--- config.mk ---
export PLATFORM = sky130hd
export DESIGN_NAME = ir_pulse_distance_decoder_top
export DESIGN_NICKNAME = d
export VERILOG_FILES = /design/src/sv/irpd_pkg.sv /design/src/sv/irpd_queue.sv /design/src/sv/irpd_front.sv /design/src/sv/irpd_back.sv /design/src/sv/ir_pulse_distance_decoder_top.sv
export VERILOG_INCLUDE_DIRS = /design/src /design/src/sv
export SDC_FILE = /design/constraint.sdc
export NUM_CORES = 1
export LEC_CHECK = 0
export BUFFER_PORTS_ARGS = -buffer_cell sky130_fd_sc_hd__buf_2
export CORE_ASPECT_RATIO = 1.4
export CORE_MARGIN = 4
export CORE_UTILIZATION = 60
export DETAILED_ROUTE_END_ITERATION = 10
export PLACE_DENSITY = 0.8
export SLEW_MARGIN = 5
export SYNTH_ARGS = -nofsm -noshare
export SYNTH_HDL_FRONTEND = slang
export SYNTH_HIERARCHICAL = 1
export SYNTH_SLANG_ARGS = --single-unit
--- constraint.sdc ---
create_clock -name clk -period 6.98 [get_ports clk]
set_input_delay 0.349 -clock clk [delete_from_list [all_inputs] [get_ports clk]]
set_output_delay 0.349 -clock clk [all_outputs]
set_load 0.02 [all_outputs]
--- src/sv/ir_pulse_distance_decoder_top_defines.svh ---
// Assertion macros used by the top module of the infrared decoder.
`ifndef IR_PULSE_DISTANCE_DECODER_TOP_DEFINES_SVH
`define IR_PULSE_DISTANCE_DECODER_TOP_DEFINES_SVH

// The consequent must hold in the same cycle as the antecedent.
`define IRPD_ASSERT_SAME(label, clk, rst_n, ante, cons) \
    label: assert property (@(posedge clk) disable iff (!rst_n) (ante) |-> (cons)) \
        else $error("irpd same-cycle check failed");

// The consequent must hold in the cycle after the antecedent.
`define IRPD_ASSERT_NEXT(label, clk, rst_n, ante, cons) \
    label: assert property (@(posedge clk) disable iff (!rst_n) (ante) |=> (cons)) \
        else $error("irpd next-cycle check failed");

`endif

--- src/sv/irpd_pkg.sv ---
`timescale 1ns / 1ps
`default_nettype none

package irpd_pkg;

    localparam int TIME_BITS  = 16;
    localparam int CODE_BITS  = 32;
    localparam int COUNT_BITS = 8;
    localparam int MID_DEPTH  = 2;
    localparam int RES_DEPTH  = 2;

    localparam logic [TIME_BITS-1:0] ZERO_FLOOR_RESET = TIME_BITS'(12);
    localparam logic [TIME_BITS-1:0] ONE_FLOOR_RESET  = TIME_BITS'(28);
    localparam logic [TIME_BITS-1:0] ONE_LIMIT_RESET  = TIME_BITS'(55);

    localparam logic [COUNT_BITS-1:0] COUNT_MAX   = '1;
    localparam logic [COUNT_BITS-1:0] COUNT_FRAME = COUNT_BITS'(CODE_BITS);
    localparam logic [CODE_BITS-1:0]  BAD_CODE    = '1;

    // Configuration register indexes.
    typedef enum logic [1:0] {
        REG_ZERO_FLOOR = 2'd0,
        REG_ONE_FLOOR  = 2'd1,
        REG_ONE_LIMIT  = 2'd2
    } reg_index_t;

    // Symbol decided for one gap.
    typedef enum logic [1:0] {
        SYM_NONE = 2'd0,
        SYM_ZERO = 2'd1,
        SYM_ONE  = 2'd2
    } sym_t;

    typedef struct packed {
        logic [TIME_BITS-1:0] edge_time;
        logic                 frame_end;
    } in_item_t;

    typedef struct packed {
        logic [CODE_BITS-1:0]  code_word;
        logic                  code_valid;
        logic [COUNT_BITS-1:0] bits_seen;
    } out_item_t;

    typedef struct packed {
        sym_t sym;
        logic last;
    } mid_entry_t;

    typedef struct packed {
        logic                 valid;
        logic [1:0]           index;
        logic [TIME_BITS-1:0] data;
    } cfg_write_t;

endpackage

`default_nettype wire

--- src/sv/irpd_queue.sv ---
`timescale 1ns / 1ps
`default_nettype none

// Small register queue. DEPTH must be at least two; the queue does not enforce this.
module irpd_queue #(
    parameter int WIDTH = 8,
    parameter int DEPTH = 2
) (
    input  wire logic             clk,
    input  wire logic             rst_n,
    input  wire logic             wr_en,
    input  wire logic [WIDTH-1:0] wr_data,
    input  wire logic             rd_en,
    output logic      [WIDTH-1:0] rd_data,
    output logic                  full,
    output logic                  empty
);

    localparam int PW = $clog2(DEPTH);
    localparam int CW = $clog2(DEPTH + 1);

    logic [WIDTH-1:0] slot_reg [DEPTH];
    logic [PW-1:0]    wr_ptr_reg;
    logic [PW-1:0]    wr_ptr_next;
    logic [PW-1:0]    rd_ptr_reg;
    logic [PW-1:0]    rd_ptr_next;
    logic [CW-1:0]    count_reg;
    logic [CW-1:0]    count_next;
    logic             do_wr;
    logic             do_rd;

    assign full    = (count_reg == CW'(DEPTH));
    assign empty   = (count_reg == '0);
    assign do_wr   = wr_en && !full;
    assign do_rd   = rd_en && !empty;
    assign rd_data = slot_reg[rd_ptr_reg];

    always_comb
    begin
        wr_ptr_next = wr_ptr_reg;
        rd_ptr_next = rd_ptr_reg;
        count_next  = count_reg;
        if (do_wr)
        begin
            wr_ptr_next = (wr_ptr_reg == PW'(DEPTH - 1)) ? '0 : wr_ptr_reg + 1'b1;
        end
        if (do_rd)
        begin
            rd_ptr_next = (rd_ptr_reg == PW'(DEPTH - 1)) ? '0 : rd_ptr_reg + 1'b1;
        end
        if (do_wr && !do_rd)
        begin
            count_next = count_reg + 1'b1;
        end
        else if (do_rd && !do_wr)
        begin
            count_next = count_reg - 1'b1;
        end
    end

    always_ff @(posedge clk or negedge rst_n)
    begin
        if (!rst_n)
        begin
            wr_ptr_reg <= '0;
            rd_ptr_reg <= '0;
            count_reg  <= '0;
        end
        else
        begin
            wr_ptr_reg <= wr_ptr_next;
            rd_ptr_reg <= rd_ptr_next;
            count_reg  <= count_next;
        end
    end

    always_ff @(posedge clk)
    begin
        if (do_wr)
        begin
            slot_reg[wr_ptr_reg] <= wr_data;
        end
    end

endmodule

`default_nettype wire

--- src/sv/irpd_front.sv ---
`timescale 1ns / 1ps
`default_nettype none

// Holds the thresholds and the previous timestamp and turns each edge into a symbol.
module irpd_front (
    input  wire logic                 clk,
    input  wire logic                 rst_n,
    input  wire irpd_pkg::cfg_write_t cfg,
    input  wire logic                 accept,
    input  wire irpd_pkg::in_item_t   item,
    output irpd_pkg::mid_entry_t      entry
);

    logic [irpd_pkg::TIME_BITS-1:0] zero_floor_reg;
    logic [irpd_pkg::TIME_BITS-1:0] one_floor_reg;
    logic [irpd_pkg::TIME_BITS-1:0] one_limit_reg;
    logic [irpd_pkg::TIME_BITS-1:0] prior_time_reg;
    logic [irpd_pkg::TIME_BITS-1:0] prior_time_next;
    logic                           have_prior_reg;
    logic                           have_prior_next;
    logic [irpd_pkg::TIME_BITS-1:0] gap;
    irpd_pkg::sym_t                 sym;

    assign gap = item.edge_time - prior_time_reg;

    // The zero-bit rule is checked first, as written, even if the thresholds overlap.
    always_comb
    begin
        sym = irpd_pkg::SYM_NONE;
        priority if (!have_prior_reg)
        begin
            sym = irpd_pkg::SYM_NONE;
        end
        else if (gap > zero_floor_reg && gap < one_floor_reg)
        begin
            sym = irpd_pkg::SYM_ZERO;
        end
        else if (gap >= one_floor_reg && gap < one_limit_reg)
        begin
            sym = irpd_pkg::SYM_ONE;
        end
        else
        begin
            sym = irpd_pkg::SYM_NONE;
        end
    end

    assign entry.sym  = sym;
    assign entry.last = item.frame_end;

    always_comb
    begin
        prior_time_next = prior_time_reg;
        have_prior_next = have_prior_reg;
        if (accept)
        begin
            prior_time_next = item.frame_end ? '0 : item.edge_time;
            have_prior_next = !item.frame_end;
        end
    end

    always_ff @(posedge clk or negedge rst_n)
    begin
        if (!rst_n)
        begin
            zero_floor_reg <= irpd_pkg::ZERO_FLOOR_RESET;
            one_floor_reg  <= irpd_pkg::ONE_FLOOR_RESET;
            one_limit_reg  <= irpd_pkg::ONE_LIMIT_RESET;
            prior_time_reg <= '0;
            have_prior_reg <= 1'b0;
        end
        else
        begin
            prior_time_reg <= prior_time_next;
            have_prior_reg <= have_prior_next;
            if (cfg.valid)
            begin
                unique case (cfg.index)
                    irpd_pkg::REG_ZERO_FLOOR: zero_floor_reg <= cfg.data;
                    irpd_pkg::REG_ONE_FLOOR:  one_floor_reg  <= cfg.data;
                    irpd_pkg::REG_ONE_LIMIT:  one_limit_reg  <= cfg.data;
                    default: ;
                endcase
            end
        end
    end

endmodule

`default_nettype wire

--- src/sv/irpd_back.sv ---
`timescale 1ns / 1ps
`default_nettype none

// Shifts symbols into the code register and emits one result per frame.
module irpd_back (
    input  wire logic                 clk,
    input  wire logic                 rst_n,
    input  wire logic                 mid_empty,
    input  wire irpd_pkg::mid_entry_t mid_entry,
    output logic                      mid_pop,
    input  wire logic                 res_full,
    output logic                      res_push,
    output irpd_pkg::out_item_t       res_item
);

    logic [irpd_pkg::CODE_BITS-1:0]  code_reg;
    logic [irpd_pkg::CODE_BITS-1:0]  code_next;
    logic [irpd_pkg::COUNT_BITS-1:0] count_reg;
    logic [irpd_pkg::COUNT_BITS-1:0] count_next;
    logic [irpd_pkg::CODE_BITS-1:0]  code_upd;
    logic [irpd_pkg::COUNT_BITS-1:0] count_upd;
    logic                            is_bit;
    logic                            frame_ok;

    // A frame end waits until the result queue has room.
    assign mid_pop  = !mid_empty && (!mid_entry.last || !res_full);
    assign res_push = mid_pop && mid_entry.last;

    always_comb
    begin
        is_bit = 1'b0;
        unique case (mid_entry.sym)
            irpd_pkg::SYM_ZERO: is_bit = 1'b1;
            irpd_pkg::SYM_ONE:  is_bit = 1'b1;
            default:            is_bit = 1'b0;
        endcase
    end

    always_comb
    begin
        code_upd  = code_reg;
        count_upd = count_reg;
        if (is_bit)
        begin
            code_upd = {code_reg[irpd_pkg::CODE_BITS-2:0], mid_entry.sym == irpd_pkg::SYM_ONE};
            if (count_reg != irpd_pkg::COUNT_MAX)
            begin
                count_upd = count_reg + 1'b1;
            end
        end
    end

    assign frame_ok            = (count_upd == irpd_pkg::COUNT_FRAME);
    assign res_item.code_word  = frame_ok ? code_upd : irpd_pkg::BAD_CODE;
    assign res_item.code_valid = frame_ok;
    assign res_item.bits_seen  = count_upd;

    always_comb
    begin
        code_next  = code_reg;
        count_next = count_reg;
        if (mid_pop)
        begin
            code_next  = mid_entry.last ? '0 : code_upd;
            count_next = mid_entry.last ? '0 : count_upd;
        end
    end

    always_ff @(posedge clk or negedge rst_n)
    begin
        if (!rst_n)
        begin
            code_reg  <= '0;
            count_reg <= '0;
        end
        else
        begin
            code_reg  <= code_next;
            count_reg <= count_next;
        end
    end

endmodule

`default_nettype wire

--- src/sv/ir_pulse_distance_decoder_top.sv ---
`timescale 1ns / 1ps
`default_nettype none
`include "ir_pulse_distance_decoder_top_defines.svh"

// Pulse-distance infrared frame decoder. Each transfer on the input side carries one edge
// timestamp and a flag that marks the last edge of a frame; the difference to the previous
// timestamp of the frame is classified as a zero bit, a one bit or a non-bit symbol against
// the three threshold registers, and bits are shifted in most significant first. The last
// edge of a frame produces one result holding the code (all ones unless exactly 32 bits were
// seen), a valid flag and the saturating bit count. The block takes one item per clock cycle
// for as long as results are drained: the front end classifies an edge in the cycle of its
// transfer and the back end folds one symbol into the code register per cycle, with a short
// queue between them. The last edge of a frame passes through the symbol queue and then the
// result queue before its result becomes visible, and the result queue holds RES_DEPTH
// results before it pushes back. Thresholds should be written only while no frame is in
// flight; the configuration port never stalls.
module ir_pulse_distance_decoder_top #(
    parameter int MID_DEPTH = irpd_pkg::MID_DEPTH,
    parameter int RES_DEPTH = irpd_pkg::RES_DEPTH
) (
    input  wire logic                           clk,
    input  wire logic                           rst_n,
    input  wire logic                           push,
    output logic                                full,
    input  wire irpd_pkg::in_item_t             item,
    output logic                                empty,
    input  wire logic                           pop,
    output irpd_pkg::out_item_t                 result,
    input  wire logic                           cfg_valid,
    output logic                                cfg_ready,
    input  wire logic [1:0]                     cfg_index,
    input  wire logic [irpd_pkg::TIME_BITS-1:0] cfg_data
);

    localparam int MID_W = $bits(irpd_pkg::mid_entry_t);
    localparam int RES_W = $bits(irpd_pkg::out_item_t);

    irpd_pkg::cfg_write_t cfg;
    irpd_pkg::mid_entry_t front_entry;
    irpd_pkg::mid_entry_t back_entry;
    irpd_pkg::out_item_t  back_result;
    logic [MID_W-1:0]     mid_rd_data;
    logic [RES_W-1:0]     res_rd_data;
    logic                 in_accept;
    logic                 mid_empty;
    logic                 mid_pop;
    logic                 res_full;
    logic                 res_push;

    // Register writes complete in the cycle they are presented.
    assign cfg_ready = 1'b1;
    assign cfg.valid = cfg_valid;
    assign cfg.index = cfg_index;
    assign cfg.data  = cfg_data;

    assign in_accept = push && !full;

    irpd_front u_front (
        .clk    (clk),
        .rst_n  (rst_n),
        .cfg    (cfg),
        .accept (in_accept),
        .item   (item),
        .entry  (front_entry)
    );

    // Symbol queue between the classifier and the accumulator.
    irpd_queue #(
        .WIDTH (MID_W),
        .DEPTH (MID_DEPTH)
    ) u_mid_queue (
        .clk     (clk),
        .rst_n   (rst_n),
        .wr_en   (in_accept),
        .wr_data (front_entry),
        .rd_en   (mid_pop),
        .rd_data (mid_rd_data),
        .full    (full),
        .empty   (mid_empty)
    );

    assign back_entry = irpd_pkg::mid_entry_t'(mid_rd_data);

    irpd_back u_back (
        .clk       (clk),
        .rst_n     (rst_n),
        .mid_empty (mid_empty),
        .mid_entry (back_entry),
        .mid_pop   (mid_pop),
        .res_full  (res_full),
        .res_push  (res_push),
        .res_item  (back_result)
    );

    // Result queue; its head is what the result ports show.
    irpd_queue #(
        .WIDTH (RES_W),
        .DEPTH (RES_DEPTH)
    ) u_res_queue (
        .clk     (clk),
        .rst_n   (rst_n),
        .wr_en   (res_push),
        .wr_data (back_result),
        .rd_en   (pop),
        .rd_data (res_rd_data),
        .full    (res_full),
        .empty   (empty)
    );

    assign result = irpd_pkg::out_item_t'(res_rd_data);

    // The back end never offers a result that the result queue would drop.
    `IRPD_ASSERT_SAME(a_res_push_room, clk, rst_n, res_push, !res_full)
    // An accepted edge is waiting in the symbol queue on the following cycle.
    `IRPD_ASSERT_NEXT(a_mid_holds_item, clk, rst_n, in_accept, !mid_empty)
    // A result pushed by the back end is visible on the following cycle.
    `IRPD_ASSERT_NEXT(a_result_visible, clk, rst_n, res_push, !empty)

endmodule

`default_nettype wire

* Word-level counts from Yosys, hierarchy flattened
Memories as Yosys holds them, arrays and structs flattened. Cells that the tools add are included.
Storage, ports and cells: flip-flop bits (word level) 113, bits in writable memories 88, input bits 40, word-level logic and storage cells 93, memories 2
Cells by class: add/sub/neg operators 10, magnitude comparators 4, eq/ne operators 8, muxes and demuxes 23, reductions and logical operators 33
Memory list:
- u_res_queue.slot_reg | words 2, width 41, read ports 1, clocked after Yosys merged registers in 0, wr ports 1, line irpd_queue.sv:22 | logic [WIDTH-1:0] slot_reg [DEPTH];
- u_mid_queue.slot_reg | words 2, width 3, read ports 1, clocked after Yosys merged registers in 0, wr ports 1, line irpd_queue.sv:22
Operators with widths (count):
- $mux W32 | 3
- $lt A16 B16 Y1 | 2
- $mux W8 | 3
- $ge A16 B16 Y1 | 1
- $gt A16 B16 Y1 | 1
- $mux W16 | 1
- $sub A16 B16 Y16 | 1
- $mux W2 | 7
- $logic_and A1 B1 Y1 | 13
- $logic_not A1 Y1 | 10
- $mux W1 | 9
- $add A8 B1 Y8 const B | 1
- $eq A2 B2 Y1 const B | 4
- $eq A8 B6 Y1 const B | 1
- $ne A8 B8 Y1 const B | 1
- $logic_not A2 Y1 | 3
- $reduce_and A2 Y1 | 3
- $add A1 B1 Y1 const B | 4
- $add A2 B1 Y2 const B | 2
- $eq A2 B1 Y1 const B | 2
- $reduce_bool A2 Y1 | 2
- $sub A2 B1 Y2 const B | 2
- $reduce_or A2 Y1 | 1
- $logic_or A1 B1 Y1 | 1

* Logic depth before layout (Yosys ltp)
Gate-level depths: netlist of the first run.
depth after elaboration 10, mapped depth 17, gate-level depth less buffers 17

* Hierarchy
Netlist of the first run, hierarchy kept.
By module, submodules not included:
- irpd_front | instances 1, cells an instance 444, area an instance 4364.2 sq um, seq. area each 1639.1 sq um
- irpd_queue at u_res_queue | instances 1, cells an instance 147, area an instance 3358.2 sq um, seq. area each 2562.5 sq um
- irpd_back | instances 1, cells an instance 245, area an instance 2453.6 sq um, seq. area each 1001.0 sq um
- irpd_queue at u_mid_queue | instances 1, cells an instance 28, area an instance 410.4 sq um, seq. area each 280.3 sq um
- ir_pulse_distance_decoder_top | instances 1, cells an instance 3, area an instance 25.0 sq um, seq. area each 0.0 sq um

* Least setup slack after synthesis of the first run
No wires, ideal clock.
path type input-to-reg, from in item[1] (netlist name), to mem u_mid_queue/slot_reg[0][2] (netlist name) (data pin), setup time 203 ps, arrival 3376 ps, data required time 6777 ps, setup slack 3400 ps, stages 16, path through inv_1 -> ha_1 -> fa_1 -> nor2b_2 -> o31ai_2 -> a21oi_2 -> o2111ai_1 -> and3b_1 -> o21ai_1 -> xor2_1 -> ha_1 -> nand4_1 -> or3_1 -> nor2_1 -> o21ai_2 -> a2111oi_2
RTL lines:
- start, declared | line ir_pulse_distance_decoder_top.sv:25 | input wire irpd_pkg::in_item_t item,
- end, declared | line irpd_queue.sv:22

==> impl_results.md, run 1 <==
- Max_slew headroom: 20.5%
- XOR/XNOR share of the synthesized area: around 2.0%
- Share of cells above drive strength 1: 23.5%
- Psw: 0.00177 W
- Mux cell area share after synthesis: 13.0%
- Die W: 120 um
- Pre-antenna DRT Iters: 5
- Max Buffers Root-to-Sink: 3
- Synthesized area: around 11000 um2
- Root Buffer Master: clkbuf_16
- FF+latch count, synth: approximately 200
- DR vias/cell: 5.77
- Peak supply drop: 0.282 mV
- Met3 Usage GRT: roughly 2.4%
- Core area: 17400 um2
- Flop pwr share: 33.7%
- DRC marker count from the first detailed-route iteration: 380
- Synth async-reset ratio: 56.2%
- Commonest non-fill, non-tap cell in the layout: dfrtp_1
- Vias in the first global route: around 7000
- Nets: 1040
- Post-Syn Nets: 974
- Layout area overhead: 11.1%
- IO Count: 84
- Drt drc: 0
- Largest net degree at the start of global routing: 82
- Initial antenna violation count: 0
- Synth Flop Type: dfrtp_1
- CP arrival: 4.29 ns
- Final period util: about 58%
- GR Layer Usage met2: between 30% and 40%
- Crit Path Max Fanout: 3
- Final setup violation count: 0
- ANT nets after route: 0
- Routed wire per std cell: 16.9 um
- CTS sink cnt: around 200
- Worst-case clock skew: 0.0104 ns
- Post-CTS Hold Fix Bufs: 1
- GR peak layer: met2
- Most frequent cells in the layout: 102 x dfrtp_1, 88 x edfxtp_1, 81 x buf_2
- Tot Pwr: 0.00468 W
- DP HPWL: 13600 um
- Clk Latency, worst-skew pair: 0.48 ns
- Initial Util: 61.0%
- CTS tree: done
- Compound-gate portion of the synthesized area: 11.0%
- P per Cell Area: 397 nW/um2
- HP Class: in2reg
- CTS Buf Count: 20
- Outcome: complete, no violations
- Critical path type: reg2reg
- Seq/Total Area, Yosys: 51.7%
- Slew @ Worst Pin: 1.19 ns
- Die H: 165 um
- Post-Route WL: approximately 20000 um
- EDFF count, synth: 88
- Fillers: 1319
- Max-slew violation count: 0
- Core Util, Final: 67.7%
- Internal power: 0.00291 W
- P_leak: 4.92 nW
- Maximum achievable frequency: 247 MHz
- Via count: between 6000 and 7000
- # port buffers: 82
- Max_cap viols: 0
- Clk slew on worst S/H paths: 0.06 ns
- Clock network fraction of total power: 22.6%
- H-tree levels: 1
- Die area: approximately 20000 um2
- CP required: between 7 and 8 ns
- Critical Path End Type: flop
- Unrepaired setup endpoints after global routing: false
- Post-layout min period: 4.05 ns
- Resized Gates After CTS: 0
- Sw frac: a little under two fifths
- Routability congestion estimate: 0.824
- Startpoint types: flop
- Post-CTS setup buffer count: 0
- Cell Rows: 57
- Avg Inst Size Synth: 12.2 um2
- Synth Area in Simple Gates: a little under a tenth
- GRT met1 Usage: 24.1%
- Hold Vio Cnt, Final: 0
- Largest register FFs: between 80 and 90
- All-layer global routing usage: 20.4%
- Largest family of logic cells by synthesized area: multiplexers
- Logic pwr share: 43.7%
- Warning count from the yosys run: 6
- Syn Inst Count: 867
- First-pass GRT wire length: approximately 33000 um
- Fin Setup TNS: 0 ns
- # diodes: 0
- Post-Synth Adder-Cell Area: under 10%
- Yosys cell types: 65
- GRT Residual Overflow: 0
-- layout make-up --
class | count | area, um2 | area share (%)
multi-input combinational | 546 | 4610 | 39.1
timing repair buffer | 89 | 468 | 3.97
inverter | 75 | 282 | 2.39
clock inverter | 11 | 113 | 0.955
tap | 236 | 295 | 2.50
sequential | 201 | 5480 | 46.5
clock buffer | 25 | 541 | 4.59
-- metal layers --
layer,part of all wire (%),up-vias,wire length [um]
li1,-,3305,-
met1,40,3342,8090
met2,53,152,10600
met3,4.2,32,849
met4,2.3,0,469
met5,0,-,0
-- critical path, cell delays in order, from the launching register on --
cell,delay [ns]
dfrtp_1,0.37
inv_1,0.07
ha_1,0.26
nor2b_4,0.13
o31ai_1,0.40
a211oi_2,0.20
a31oi_1,0.28
o21bai_1,0.13
a21oi_2,0.15
xnor2_1,0.21
ha_1,0.32
a21o_1,0.18
a21o_1,0.17
a21oi_1,0.12
o21ai_0,0.11
nor3_1,0.28
nor4b_1,0.43
-- power by group through the flow --
| stage | logic (W) | clock network [W] | registers (W) |
|---|---|---|---|
| CTS | 0.00205 | 0.00108 | 0.00158 |
| detailed placement | 0.00204 | 0 | 0.00160 |
| finish | 0.00205 | 0.00106 | 0.00158 |
| global placement | 0.00198 | 0 | 0.00159 |
| global route | 0.00228 | 0.00112 | 0.00160 |
| floorplan | 0.00165 | 0 | 0.00157 |
-- synth_stat cells, drive strengths merged (8+ instances only) --
library cell | n | area [um2]
clkbuf | 27 | 101
a21oi | 31 | 170
a21o | 19 | 143
dfrtp | 103 | 2580
dfstp | 10 | 263
a22o | 33 | 289
nand3b | 19 | 143
nor2 | 25 | 93.8
inv | 75 | 282
buf | 18 | 164
nand2b | 8 | 50.1
ha | 66 | 826
mux2 | 79 | 1040
nor2b | 11 | 86.3
mux2i | 34 | 340
edfxtp | 88 | 2640
o21ai | 60 | 304
nand2 | 30 | 113
nand4 | 45 | 282
xnor2 | 17 | 149
-- cell families after synthesis --
| logic type | Yosys count |
|---|---|
| adders and majority gates | 67 |
| buffers and inverters | 120 |
| DFF | 201 |
| and+or+nand+nor | 169 |
| other | 1 |
| AOI/OAI and AO/OA | 172 |
| xor gates and xnor gates | 24 |
| muxes | 113 |
-- stage by stage --
step	std cells	cell area, um2	setup WS, ns	hold WS, ns
after floorplan	867	10600	3.40	0.0534
after global placement	1146	11100	3.06	0.318
after detailed placement	1146	11100	2.93	0.324
after CTS	1183	11800	2.94	0.0868
after global routing	1183	11800	2.54	0.0973
final	1183	11800	2.93	0.0992
-- worst paths after layout --
path | from | to | slack (ns) | depth (start not counted)
worst max register to register | u_front/prior_time_reg[1]$_DFFE_PN0P_ | u_mid_queue/slot_reg[0][1]$_DFFE_PP_ | 2.93 | 16
worst min-delay path | cfg_data[11] | u_front/zero_floor_reg[11]$_DFFE_PN0P_ | 0.1 | 3
min in group asynchronous | rst_n | u_front/prior_time_reg[0]$_DFFE_PN0P_ | 0.35 | 2
worst min register to register | u_mid_queue/wr_ptr_reg$_DFFE_PN0N_ | u_mid_queue/wr_ptr_reg$_DFFE_PN0N_ | 0.50 | 1
worst max-delay path | u_front/prior_time_reg[1]$_DFFE_PN0P_ | u_mid_queue/slot_reg[0][1]$_DFFE_PP_ | 2.93 | 16
max in group asynchronous | rst_n | u_res_queue/rd_ptr_reg$_DFFE_PN0P_ | 5.20 | 3
Note: power is estimated with default switching activity, not from simulation.
==> inputs of run 2 (changes only) <==
--- a/config.mk
+++ b/config.mk
@@ -9,9 +9,9 @@
 export BUFFER_PORTS_ARGS = -buffer_cell sky130_fd_sc_hd__buf_2
 export CORE_ASPECT_RATIO = 1.4
 export CORE_MARGIN = 4
-export CORE_UTILIZATION = 60
+export CORE_UTILIZATION = 55
 export DETAILED_ROUTE_END_ITERATION = 10
-export PLACE_DENSITY = 0.8
+export PLACE_DENSITY = 0.77
 export SLEW_MARGIN = 5
 export SYNTH_ARGS = -nofsm -noshare
 export SYNTH_HDL_FRONTEND = slang
==> constraint.sdc (replaced) <==
create_clock -name clk -period 3.4 [get_ports clk]
set_input_delay 0.17 -clock clk [delete_from_list [all_inputs] [get_ports clk]]
set_output_delay 0.17 -clock clk [all_outputs]
set_load 0.02 [all_outputs]
==> run 2 against run 1 <==
Against the previous run: clock-buffer cell count fell by 3; the run now ends with setup timing left; via count up 5.8%; final cell count rose by 6.8%; clock power grew 130%; sequential share of layout area down 3.4 points; register-to-register slack got worse by 3.3 ns; utilization up 0.078 points; combinational power up 140%; global-route usage is 0.15 points higher; sequential power increased by 110%; worst setup slack worse by 3.3 ns; first-iteration DRC count grew 23%.
==> impl_results.md, run 2 (synthesis gave the netlist of run 1 again) <==
- Outcome: complete, but fails checks
- Violated checks: setup timing
- GRT Residual Overflow: 0
- Share of cells above drive strength 1: 28.3%
- HP Class: in2reg
- Largest register FFs: between 80 and 90
- CTS Buf Count: 21
- Die area: 21600 um2
- DR vias/cell: approximately 5.7
- Slew @ Worst Pin: roughly 1.2 ns
- Layout area overhead: 19.8%
- DRC marker count from the first detailed-route iteration: 469
- CP required: 3.69 ns
- Post-layout min period: 3.76 ns
- Clk slew on worst S/H paths: 0.07 ns
- Fillers: between 1000 and 1500
- # port buffers: 82
- DP HPWL: around 15000 um
- Worst r2r path cells: 16
- Die W: 125 um
- Largest net degree at the start of global routing: a little over 60
- Peak supply drop: 0.635 mV
- Unrepaired setup endpoints after global routing: true
- Nets: 1113
- Die H: 172 um
- CP arrival: 4.05 ns
- Placed insts: 1187
- Pre-antenna DRT Iters: 4
- Max_cap viols: 0
- Final period util: 110%
- # diodes: 0
- Maximum achievable frequency: approximately 270 MHz
- Core area: 18800 um2
- Critical path type: reg2reg
- Reg2reg start: u_front/prior_time_reg[0]$_DFFE_PN0P_
- Most frequent cells in the layout: 102 x dfrtp_1, 88 x edfxtp_1, 81 x buf_2
- Non-Filler Instances: approximately 1300
- P per Cell Area: 831 nW/um2
- Beginning of the worst hold path: pop
- Cell Rows: 59
- Vias in the first global route: 7516
- Routed wire per std cell: around 18 um
- P_leak: roughly 5.3 nW
- Via count: 7228
- Max_slew headroom: 19.7%
- Commonest non-fill, non-tap cell in the layout: dfrtp_1
- Final setup violation count: 4
- Max-slew violation count: 0
- Initial antenna violation count: 0
- Place WS: -0.330 ns
- Initial Util: 56.6%
- First-pass GRT wire length: 36600 um
- Routability congestion estimate: 0.835
- Crit Path Max Fanout: 3
- Setup crit start: u_front/prior_time_reg[0]$_DFFE_PN0P_
- CTS sink cnt: 201
- Clk Latency, worst-skew pair: 0.49 ns
- Hold Vio Cnt, Final: 0
- Drt drc: 0
- Critical Path End Type: flop
- Max Buffers Root-to-Sink: 3
- H-tree levels: 1
- ANT nets after route: 0
- Final setup margin: -0.355 ns
- IO Count: 84
- CTS tree: done
- Startpoint types: flop
- Worst-case clock skew: 0.00751 ns
- Root Buffer Master: clkbuf_16
- Worst hold path cell count: 3
- Post-Route WL: 22300 um
- Tot Pwr: ~0.011 W
- All-layer global routing usage: slightly above 20%
run 2: worst max-delay path, stage by stage (launching register included):
cell	delay, ns
dfrtp_1	0.38
ha_2	0.19
fa_2	0.39
nor2b_4	0.16
o31ai_4	0.08
a21oi_2	0.20
o2111ai_2	0.15
and3b_2	0.26
xnor2_1	0.12
buf_4	0.16
ha_4	0.27
nand4_1	0.12
buf_4	0.18
o21a_1	0.19
o221a_4	0.29
buf_4	0.14
nor4b_4	0.27
run 2: metrics by stage:
stage	utilization, %	hold slack (ns)	area (um2)	setup TNS (ns)
2_1_floorplan	-	-0.126	10600	0
3_3_place_gp	60.9	0.292	11400	-0.759
3_5_place_dp	60.9	0.295	11400	-1.29
4_1_cts	67.2	0.0410	12600	-0.676
5_1_grt	67.8	0.0569	12700	-1.70
6_report	67.8	0.0556	12700	-1.37
run 2: final timing paths:
path / endpoint / slack (ns)
max: u_mid_queue/slot_reg[1][1]$_DFFE_PP_ / -0.36
min: u_res_queue/rd_ptr_reg$_DFFE_PN0P_ / 0.06
max reg2reg: u_mid_queue/slot_reg[1][1]$_DFFE_PP_ / -0.36
min reg2reg: u_mid_queue/wr_ptr_reg$_DFFE_PN0N_ / 0.50
max in group asynchronous: u_front/one_limit_reg[0]$_DFFE_PN1P_ / 2.30
min in group asynchronous: u_front/prior_time_reg[11]$_DFFE_PN0P_ / 0.29
run 2: per-layer routing:
metal  part of all wire, %  GRT usage, %  up-vias
met5                     0             0        -
met4                   3.9          9.01        0
met3                   4.2          2.84       64
met2                    54          39.4      172
met1                    38          22.8     3547
li1                      -             -     3445
run 2: cell type report:
cell class / instances / area (um2) / area share [%]
clock buffers: 22 / 529 / 4.16
well taps: 244 / 305 / 2.40
repair buffers: 161 / 1130 / 8.85
multi-input cells: 546 / 4810 / 37.8
clock inverters: 15 / 185 / 1.46
inverters: 75 / 282 / 2.21
flip-flops and latches: 201 / 5480 / 43.1
run 2: repair_timing:
item / in CTS / in global routing
gates resized for setup: 18 / 11
setup buffers: 2 / 5
endpoints found under the setup margin: 4 / 4
hold buffers: 33 / 0
pin swaps: 5 / 12
hold endpoints to repair: 123 / 0
run 2: report_power, final:
part | switching (W) | leakage (nW) | internal (W)
Sequential | 0.000253 | 2.04 | 0.00302
Combinational | 0.00281 | 2.95 | 0.00208
Clock | 0.000953 | 0.340 | 0.00144
Total | 0.00402 | 5.33 | 0.00655
